`src/hw/rtl/spi_pkg.sv`:
```
// ----------------------------------------------------------------------------
// spi_pkg
// Shared types and fixed-point widths of the segment/plane intersection block.
// ----------------------------------------------------------------------------
package spi_pkg;

	localparam int COORD_W   = 32;
	localparam int FRAC_BITS = 16;
	localparam int NORM_W    = 18;
	localparam int DIST_W    = 32;
	localparam int LIM_W     = 16;
	localparam int T_W       = FRAC_BITS + 1;
	localparam int EDGE_W    = COORD_W + 1;
	localparam int PROD_W    = EDGE_W + NORM_W;
	localparam int VAL_W     = ((PROD_W + 2 > DIST_W + FRAC_BITS + 1) ?
		(PROD_W + 2) : (DIST_W + FRAC_BITS + 1)) + 1;
	localparam int MUL_W     = EDGE_W + T_W + 1;
	localparam int ADDR_W    = 5;
	localparam int DATA_W    = 32;

	typedef enum logic [2:0] {
		REG_NORMAL_X = 3'd0,
		REG_NORMAL_Y = 3'd1,
		REG_NORMAL_Z = 3'd2,
		REG_DIST     = 3'd3,
		REG_LIMIT    = 3'd4
	} reg_idx_t;

	typedef struct packed {
		logic signed [COORD_W-1:0] start_x;
		logic signed [COORD_W-1:0] start_y;
		logic signed [COORD_W-1:0] start_z;
		logic signed [COORD_W-1:0] end_x;
		logic signed [COORD_W-1:0] end_y;
		logic signed [COORD_W-1:0] end_z;
	} seg_t;

	typedef struct packed {
		logic                      hit;
		logic [T_W-1:0]            param_t;
		logic signed [COORD_W-1:0] cross_x;
		logic signed [COORD_W-1:0] cross_y;
		logic signed [COORD_W-1:0] cross_z;
	} res_t;

	typedef struct packed {
		logic signed [NORM_W-1:0] normal_x;
		logic signed [NORM_W-1:0] normal_y;
		logic signed [NORM_W-1:0] normal_z;
		logic signed [DIST_W-1:0] plane_dist;
		logic [LIM_W-1:0]         near_zero_limit;
	} cfg_t;

	typedef struct packed {
		logic signed [COORD_W-1:0] x;
		logic signed [COORD_W-1:0] y;
		logic signed [COORD_W-1:0] z;
	} coord3_t;

	typedef struct packed {
		logic signed [EDGE_W-1:0] x;
		logic signed [EDGE_W-1:0] y;
		logic signed [EDGE_W-1:0] z;
	} edge3_t;

	typedef struct packed {
		logic signed [VAL_W-1:0] den;
		logic signed [VAL_W-1:0] num;
		coord3_t                 start;
		edge3_t                  edge_v;
	} dot_t;

	typedef struct packed {
		logic    hit;
		coord3_t start;
		edge3_t  edge_v;
	} side_t;

endpackage

```
`src/hw/rtl/spi_regs.sv`:
```
// ----------------------------------------------------------------------------
// spi_regs
// APB configuration registers holding the plane and the parallel threshold.
// ----------------------------------------------------------------------------
module spi_regs (
	input  logic                       clk,
	input  logic                       arst_n,
	input  logic                       psel,
	input  logic                       penable,
	input  logic                       pwrite,
	input  logic [spi_pkg::ADDR_W-1:0] paddr,
	input  logic [spi_pkg::DATA_W-1:0] pwdata,
	output logic [spi_pkg::DATA_W-1:0] prdata,
	output logic                       pready,
	output spi_pkg::cfg_t              cfg
);
	import spi_pkg::*;

	cfg_t     cfg_q;
	reg_idx_t idx;
	logic     wr;

	assign idx    = reg_idx_t'(paddr[4:2]);
	assign wr     = psel && penable && pwrite;
	assign pready = 1'b1;
	assign cfg    = cfg_q;

	always_ff @(posedge clk or negedge arst_n) begin
		if (!arst_n) begin
			cfg_q.normal_x        <= '0;
			cfg_q.normal_y        <= '0;
			cfg_q.normal_z        <= NORM_W'(1) << FRAC_BITS;
			cfg_q.plane_dist      <= '0;
			cfg_q.near_zero_limit <= LIM_W'(1);
		end else if (wr) begin
			unique case (idx)
				REG_NORMAL_X: cfg_q.normal_x        <= pwdata[NORM_W-1:0];
				REG_NORMAL_Y: cfg_q.normal_y        <= pwdata[NORM_W-1:0];
				REG_NORMAL_Z: cfg_q.normal_z        <= pwdata[NORM_W-1:0];
				REG_DIST:     cfg_q.plane_dist      <= pwdata[DIST_W-1:0];
				REG_LIMIT:    cfg_q.near_zero_limit <= pwdata[LIM_W-1:0];
				default: ;
			endcase
		end
	end

	always_comb begin
		unique case (idx)
			REG_NORMAL_X: prdata = DATA_W'(cfg_q.normal_x);
			REG_NORMAL_Y: prdata = DATA_W'(cfg_q.normal_y);
			REG_NORMAL_Z: prdata = DATA_W'(cfg_q.normal_z);
			REG_DIST:     prdata = DATA_W'(cfg_q.plane_dist);
			REG_LIMIT:    prdata = DATA_W'(cfg_q.near_zero_limit);
			default:      prdata = '0;
		endcase
	end

endmodule

```
`config.mk`:
```
export PLATFORM = sky130hd
export DESIGN_NAME = spi_regs
export DESIGN_NICKNAME = d
export VERILOG_FILES = /design/src/hw/rtl/spi_pkg.sv /design/src/hw/rtl/spi_regs.sv
export SDC_FILE = /design/constraint.sdc
export NUM_CORES = 1
export LEC_CHECK = 0
export ABC_CLOCK_PERIOD_IN_PS = 2000
export BUFFER_PORTS_ARGS = -buffer_cell sky130_fd_sc_hd__buf_2
export CORE_ASPECT_RATIO = 0.8
export CORE_MARGIN = 1.5
export CORE_UTILIZATION = 30
export CTS_BUF_LIST = sky130_fd_sc_hd__clkbuf_4 sky130_fd_sc_hd__clkbuf_8
export DETAILED_ROUTE_END_ITERATION = 8
export GPL_ROUTABILITY_DRIVEN = 0
export PLACE_DENSITY = 0.64
export SYNTH_ARGS = -nofsm -noshare
export SYNTH_HDL_FRONTEND = slang
export SYNTH_SLANG_ARGS = --single-unit
```
`constraint.sdc`:
```
create_clock -name clk -period 2 [get_ports clk]
set_clock_uncertainty 0.2 [all_clocks]
set_input_delay 0.3 -clock clk [delete_from_list [all_inputs] [get_ports clk]]
set_output_delay 0.3 -clock clk [all_outputs]
set_load 0.005 [all_outputs]
```
==> flow_metrics.env, run 1 <==
export IMPL_status="complete, but fails checks"
export IMPL_failed_checks="setup timing"
export IMPL_grt_use_total=0.179
export IMPL_use_met2=0.305
export IMPL_crit_cells=3
export IMPL_worst_slew_pin_transition_ns=0.639
export IMPL_holdPathStages=2
export IMPL_area_growth_synth_to_final_pct=43.0
export IMPL_leakage_nw=3.47
export IMPL_grt_pass1_wl_mm=22.9
export IMPL_yosysWarnings=0
export IMPL_synth_edff_count=0
export IMPL_yosys_most_used_dff="dfrtp_1"
export IMPL_grt_util_met3=0.0508
export IMPL_nFillCells=1492
export IMPL_path_clk_slew_ns=0.10
export IMPL_pwr_share_comb=0.296
export IMPL_crit_fanout=3
export IMPL_startpoint="cfg[100]"
export IMPL_fp_dieW_um=145
export IMPL_p_sw_frac=0.295
export IMPL_synth_ff_latch_count=102
export IMPL_max_cap_viol_count=0
export IMPL_wl_mm=15.4
export IMPL_path_cells="mux4_2 > nor2b_1 > buf_2"
export IMPL_grt_overflow=0
export IMPL_drive_gt1_frac=0.627
export IMPL_syn_inst=364
export IMPL_hpwl_mm=10.7
export IMPL_grt_max_degree=40
export IMPL_drc_errors=0
export IMPL_setup_slack_ns=-0.0111
export IMPL_cts_num_sinks=102
export IMPL_avgViaCountPerCell=4.83
export IMPL_synth_top_area_share=0.516
export IMPL_async_flop_share=1.00
export IMPL_grt_pass1_vias=4057
export IMPL_drv_slew=0
export IMPL_clkPwrFrac=0.228
export IMPL_required_ns=1.50
export IMPL_yosysSeqAreaShare=0.527
export IMPL_crit_path_top_delay_cell="mux4_2"
export IMPL_utilization=0.439
export IMPL_timing_final_crit_share=1.01
export IMPL_rsz0062_at_grt="true"
export IMPL_clock_latency_ns=0.38
export IMPL_core_rowCount=41
export IMPL_r2r_start="cfg[17]"
export IMPL_dieArea_mm2=0.0170
export IMPL_power_density_mw_per_mm2=841
export IMPL_hold_path_startpoint="pwdata[15]"
export IMPL_core_area_mm2=0.0158
export IMPL_fin_setup_tns_ns=-0.0111
export IMPL_clockBufferDepth=2
export IMPL_cp_top_family="multiplexers"
export IMPL_critical_path_max_stage_delay_ns=0.46
export IMPL_syn_cell_area_mm2=0.00485
export IMPL_critPathBufInv=1
export IMPL_start_util=0.307
export IMPL_detail_route_wl_per_cell_um=18.6
export IMPL_largest_reg_flops=102
export IMPL_synth_area_top_cells="dfrtp_1 (52%), mux2_2 (25%), o21ai_0 (3.2%)"
export IMPL_setup_viol_count_final=1
export IMPL_clock_root_buffer="clkbuf_8"
export IMPL_synth_top_area_cell="dfrtp_1"
export IMPL_pin_count=177
export IMPL_p_switching_w=0.00172
export IMPL_cts_max_level=3
export IMPL_die_h_um=117
export IMPL_ys_types=31
export IMPL_final_common_cell="buf_2"
export IMPL_use_met1=0.220
export IMPL_crit_type="reg -> out"
export IMPL_hold_class="in -> reg"
export IMPL_clock_fmax_mhz=497
export IMPL_antenna_found_initial=0
export IMPL_rr_worst_depth=3
export IMPL_dr_pass1_iters=4
export IMPL_finalHoldViolCount=0
export IMPL_hold_slack_ns=0.0259
export IMPL_num_vias=4001
export IMPL_avgSynthCellArea_um2=13.3
export IMPL_arrival_ns=1.51
export IMPL_intPower_w=0.00411
export IMPL_p_seq_frac=0.476
export IMPL_slew_headroom=0.573
export IMPL_drt_iter0_markers=179
export IMPL_cp_start_kind="flip-flop"
export IMPL_vdd_drop_max_mv=0.399
export IMPL_post_route_min_period_ns=2.01
export IMPL_port_buffers=173
export IMPL_diodes=0
export IMPL_drtAntennaViolNets=0
export IMPL_cts_tree="yes"
export IMPL_layout_nets=651
export IMPL_endpoint_kind="output pin"
export IMPL_layout_common_cells="buf_2 (171), mux2_2 (104), dfrtp_1 (100)"
export IMPL_cts_buffers=9
export IMPL_syn_num_nets=406
export IMPL_grt_busiest_layer="met2"
[metal layers]
metal / part of all wire / vias up
li1: - / 1832
met1: 0.44 / 2013
met2: 0.48 / 138
met3: 0.055 / 18
met4: 0.020 / 0
met5: 0 / -
[cell usage after synthesis (3+ instances only)]
library cell,count
a21oi_1,15
a22oi_1,15
a32oi_1,16
and2_1,15
buf_2,7
buf_4,4
buf_6,3
clkbuf_1,15
dfrtp_1,100
mux2_2,108
mux2_4,10
nor2b_1,3
o21ai_0,31
[layout make-up]
class                           count  area [um2]  share of cell area
Clock buffer                       10         138              0.0198
Clock inverter                      6        61.3             0.00884
Inverter                            1        3.75            0.000541
Multi-Input combinational cell    231        2200               0.318
Sequential cell                   102        2550               0.368
Tap cell                          215         269              0.0388
Timing Repair Buffer              264        1710               0.246
[per-stage QoR]
step,power (W),instances,worst slack [ns],area [um2]
2_1_floorplan,0.00347,364,0.173,4850
3_3_place_gp,0.00424,757,-0.170,6170
3_5_place_dp,0.00431,757,-0.227,6170
4_1_cts,0.00577,810,-0.0428,6750
5_1_grt,0.00619,829,-0.0807,6940
6_report,0.00583,829,-0.0111,6940
[power by group through the flow]
| stage | Clock, W | Combinational [W] | Sequential, W |
|---|---|---|---|
| after CTS | 0.00140 | 0.00160 | 0.00277 |
| after global placement | 0 | 0.00146 | 0.00278 |
| after detailed placement | 0 | 0.00149 | 0.00282 |
| after global routing | 0.00148 | 0.00188 | 0.00283 |
| final | 0.00133 | 0.00173 | 0.00277 |
| after floorplan | 0 | 0.000668 | 0.00280 |
[repair_timing]
| item | in CTS | in global routing |
|---|---|---|
| buffers inserted | 6 | 18 |
| hold endpoints to repair | 115 | 0 |
| setup endpoints to repair | 32 | 32 |
| hold buffers | 31 | 0 |
| gates resized for setup | 7 | 32 |
| cloned | 0 | 1 |
| pin swaps | 0 | 2 |
[final timing paths]
check	end	slack, ns
worst max-delay path	prdata[16]	-0.01
worst min-delay path	cfg[99]	0.03
worst max register to register	cfg[17]	0.79
worst min register to register	cfg[33]	0.33
max in group asynchronous	cfg[85]	0.76
min in group asynchronous	cfg[95]	0.24
[cells by family (layout without fill, tap and decap cells)]
logic type / Yosys count / after routing / synth area share
compound gates: 78 / 78 / 0.101
buf+inv: 32 / 281 / 0.0376
flops: 102 / 102 / 0.527
mux: 120 / 120 / 0.288
other cells: 1 / 1 / 0.000773
simple gates: 31 / 32 / 0.0454
Power figures use the tool's default switching activity.
==> run 2: changes to the inputs <==
Settings changed: PLACE_DENSITY 0.64 to unset.
==> run 2 against run 1 <==
Net effect: the flow now finishes without violations; wire length down 0.55%; sequential share of layout area up 0.48 points; die area unchanged; hold slack better by 0.0081 ns; largest power group unchanged; combinational power down 3%; final cell count down 1.4%; highest routed layer unchanged; count of clock-buffer cells in the layout unchanged; first-iteration DRC count down 31%; register-to-register slack better by 0.11 ns; clock power about the same.
==> flow_metrics.env, run 2 (synthesized netlist as in run 1, its figures left out) <==
export IMPL_status="finished clean"
export IMPL_finalHoldViolCount=0
export IMPL_avgViaCountPerCell=4.88
export IMPL_p_sw_frac=0.296
export IMPL_drtAntennaViolNets=0
export IMPL_largest_reg_flops=102
export IMPL_die_h_um=117
export IMPL_pin_count=177
export IMPL_dp_slack_ns=-0.239
export IMPL_fp_dieW_um=145
export IMPL_required_ns=1.50
export IMPL_r2r_slack_ns=0.90
export IMPL_drive_gt1_frac=0.631
export IMPL_drc_errors=0
export IMPL_critical_path_max_stage_delay_ns=0.41
export IMPL_start_util=0.307
export IMPL_cts_tree="yes"
export IMPL_grt_pass1_wl_mm=22.7
export IMPL_port_buffers=173
export IMPL_grt_max_degree=103
export IMPL_endpoint_kind="output pin"
export IMPL_p_switching_w=0.00170
export IMPL_max_cap_viol_count=0
export IMPL_setup_viol_count_final=0
export IMPL_cts_buffers=9
export IMPL_clockBufferDepth=2
export IMPL_layout_common_cells="buf_2 (172), mux2_2 (108), dfrtp_1 (100)"
export IMPL_power_density_mw_per_mm2=840
export IMPL_cts_num_sinks=102
export IMPL_leakage_nw=3.40
export IMPL_slew_headroom=0.597
export IMPL_crit_type="reg -> out"
export IMPL_num_vias=3987
export IMPL_final_common_cell="buf_2"
export IMPL_clock_latency_ns=0.37
export IMPL_post_route_min_period_ns=1.99
export IMPL_core_rowCount=41
export IMPL_hpwl_mm=10.3
export IMPL_vdd_drop_max_mv=0.529
export IMPL_detail_route_wl_per_cell_um=18.7
export IMPL_drv_slew=0
export IMPL_wl_mm=15.3
export IMPL_dr_pass1_iters=4
export IMPL_layout_nets=639
export IMPL_grt_pass1_vias=4040
export IMPL_cp_start_kind="flip-flop"
export IMPL_timing_final_crit_share=0.996
export IMPL_crit_path_top_delay_cell="dfrtp_1"
export IMPL_intPower_w=0.00405
export IMPL_clock_fmax_mhz=502
export IMPL_clock_root_buffer="clkbuf_8"
export IMPL_path_clk_slew_ns=0.10
export IMPL_power_w=0.00575
export IMPL_setup_slack_ns=0.00779
export IMPL_grt_overflow=0
export IMPL_pwr_share_comb=0.292
export IMPL_area_growth_synth_to_final_pct=41.1
export IMPL_rsz0062_at_grt="true"
export IMPL_core_area_mm2=0.0158
export IMPL_utilization=0.433
export IMPL_antenna_found_initial=0
export IMPL_crit_fanout=7
export IMPL_drt_iter0_markers=124
export IMPL_p_seq_frac=0.482
export IMPL_cts_max_level=3
export IMPL_arrival_ns=1.49
export IMPL_dieArea_mm2=0.0170
export IMPL_clkPwrFrac=0.226
export IMPL_hold_class="in -> reg"
export IMPL_worst_slew_pin_transition_ns=0.605
export IMPL_path_cells="mux2i_2 > or2_4 > a21oi_1 > buf_2"
export IMPL_diodes=0
export IMPL_grt_use_total=0.176
-- run 2: cell types whose count changed in the layout (fill, tap and decap cells not counted), moves of 2 or more --
cell           delta
a21oi_2           +5
o21ai_0           +5
buf_6             +4
mux2_4            -4
buf_4            -15
a21oi_1           -5
o21ai_1           -5
dlygate4sd3_1     -2
mux2_2            +4
-- run 2: metrics by stage --
step | hold WS, ns | instances | area (um2) | setup TNS (ns)
detailed placement | 0.217 | 754 | 6140 | -3.73
global placement | 0.206 | 754 | 6140 | -2.69
floorplan | -0.196 | 364 | 4850 | 0
finish | 0.0340 | 817 | 6850 | 0
global route | 0.00790 | 817 | 6850 | -0.955
CTS | 0.00375 | 804 | 6710 | -0.00400
-- run 2: timing repair --
item,4_1_cts,5_1_grt
hold buffers,29,0
buffers inserted,5,12
endpoints found under the setup margin,31,31
pin swaps,0,0
gates cloned,0,1
resized for setup,8,30
hold endpoints to repair,166,0
-- run 2: worst paths after layout --
| check | from | to | depth (start not counted) |
|---|---|---|---|
| max | cfg[101] | prdata[19] | 4 |
| min | pwdata[1] | cfg[85] | 2 |
| max reg2reg | cfg[101] | cfg[101] | 2 |
| min reg2reg | cfg[27] | cfg[27] | 1 |
| max in group asynchronous | arst_n | cfg[40] | 3 |
| min in group asynchronous | arst_n | cfg[17] | 3 |
-- run 2: layout make-up --
type                       instances  area, um2
clock buffer                      10        131
clock inverter                     6       62.6
fill                            1530       8950
inverter                           1       3.75
multi-input combinational        231       2200
sequential                       102       2550
tap                              215        269
timing repair buffer             252       1620
-- run 2: worst max-delay path, delay by kind of cell (launching register included) --
kind	cells	cell delay, ns
buffers and inverters	1	0.13
AND/OR/NAND/NOR	1	0.26
flip-flops	1	0.41
multiplexers	1	0.23
AO/OA/AOI/OAI	1	0.08
-- run 2: power by group through the flow --
stage	logic [W]	clock network, W	registers (W)
6_report	0.00168	0.00130	0.00277
4_1_cts	0.00158	0.00136	0.00278
3_5_place_dp	0.00148	0	0.00282
5_1_grt	0.00184	0.00145	0.00283
3_3_place_gp	0.00146	0	0.00279
2_1_floorplan	0.000668	0	0.00280
-- run 2: layer usage --
metal	vias to the layer above	share of wire	GRT usage
met2	141	0.47	0.293
li1	1804	-	-
met1	2027	0.46	0.226
met3	15	0.058	0.0516
met5	-	0	0
met4	0	0.015	0.0510
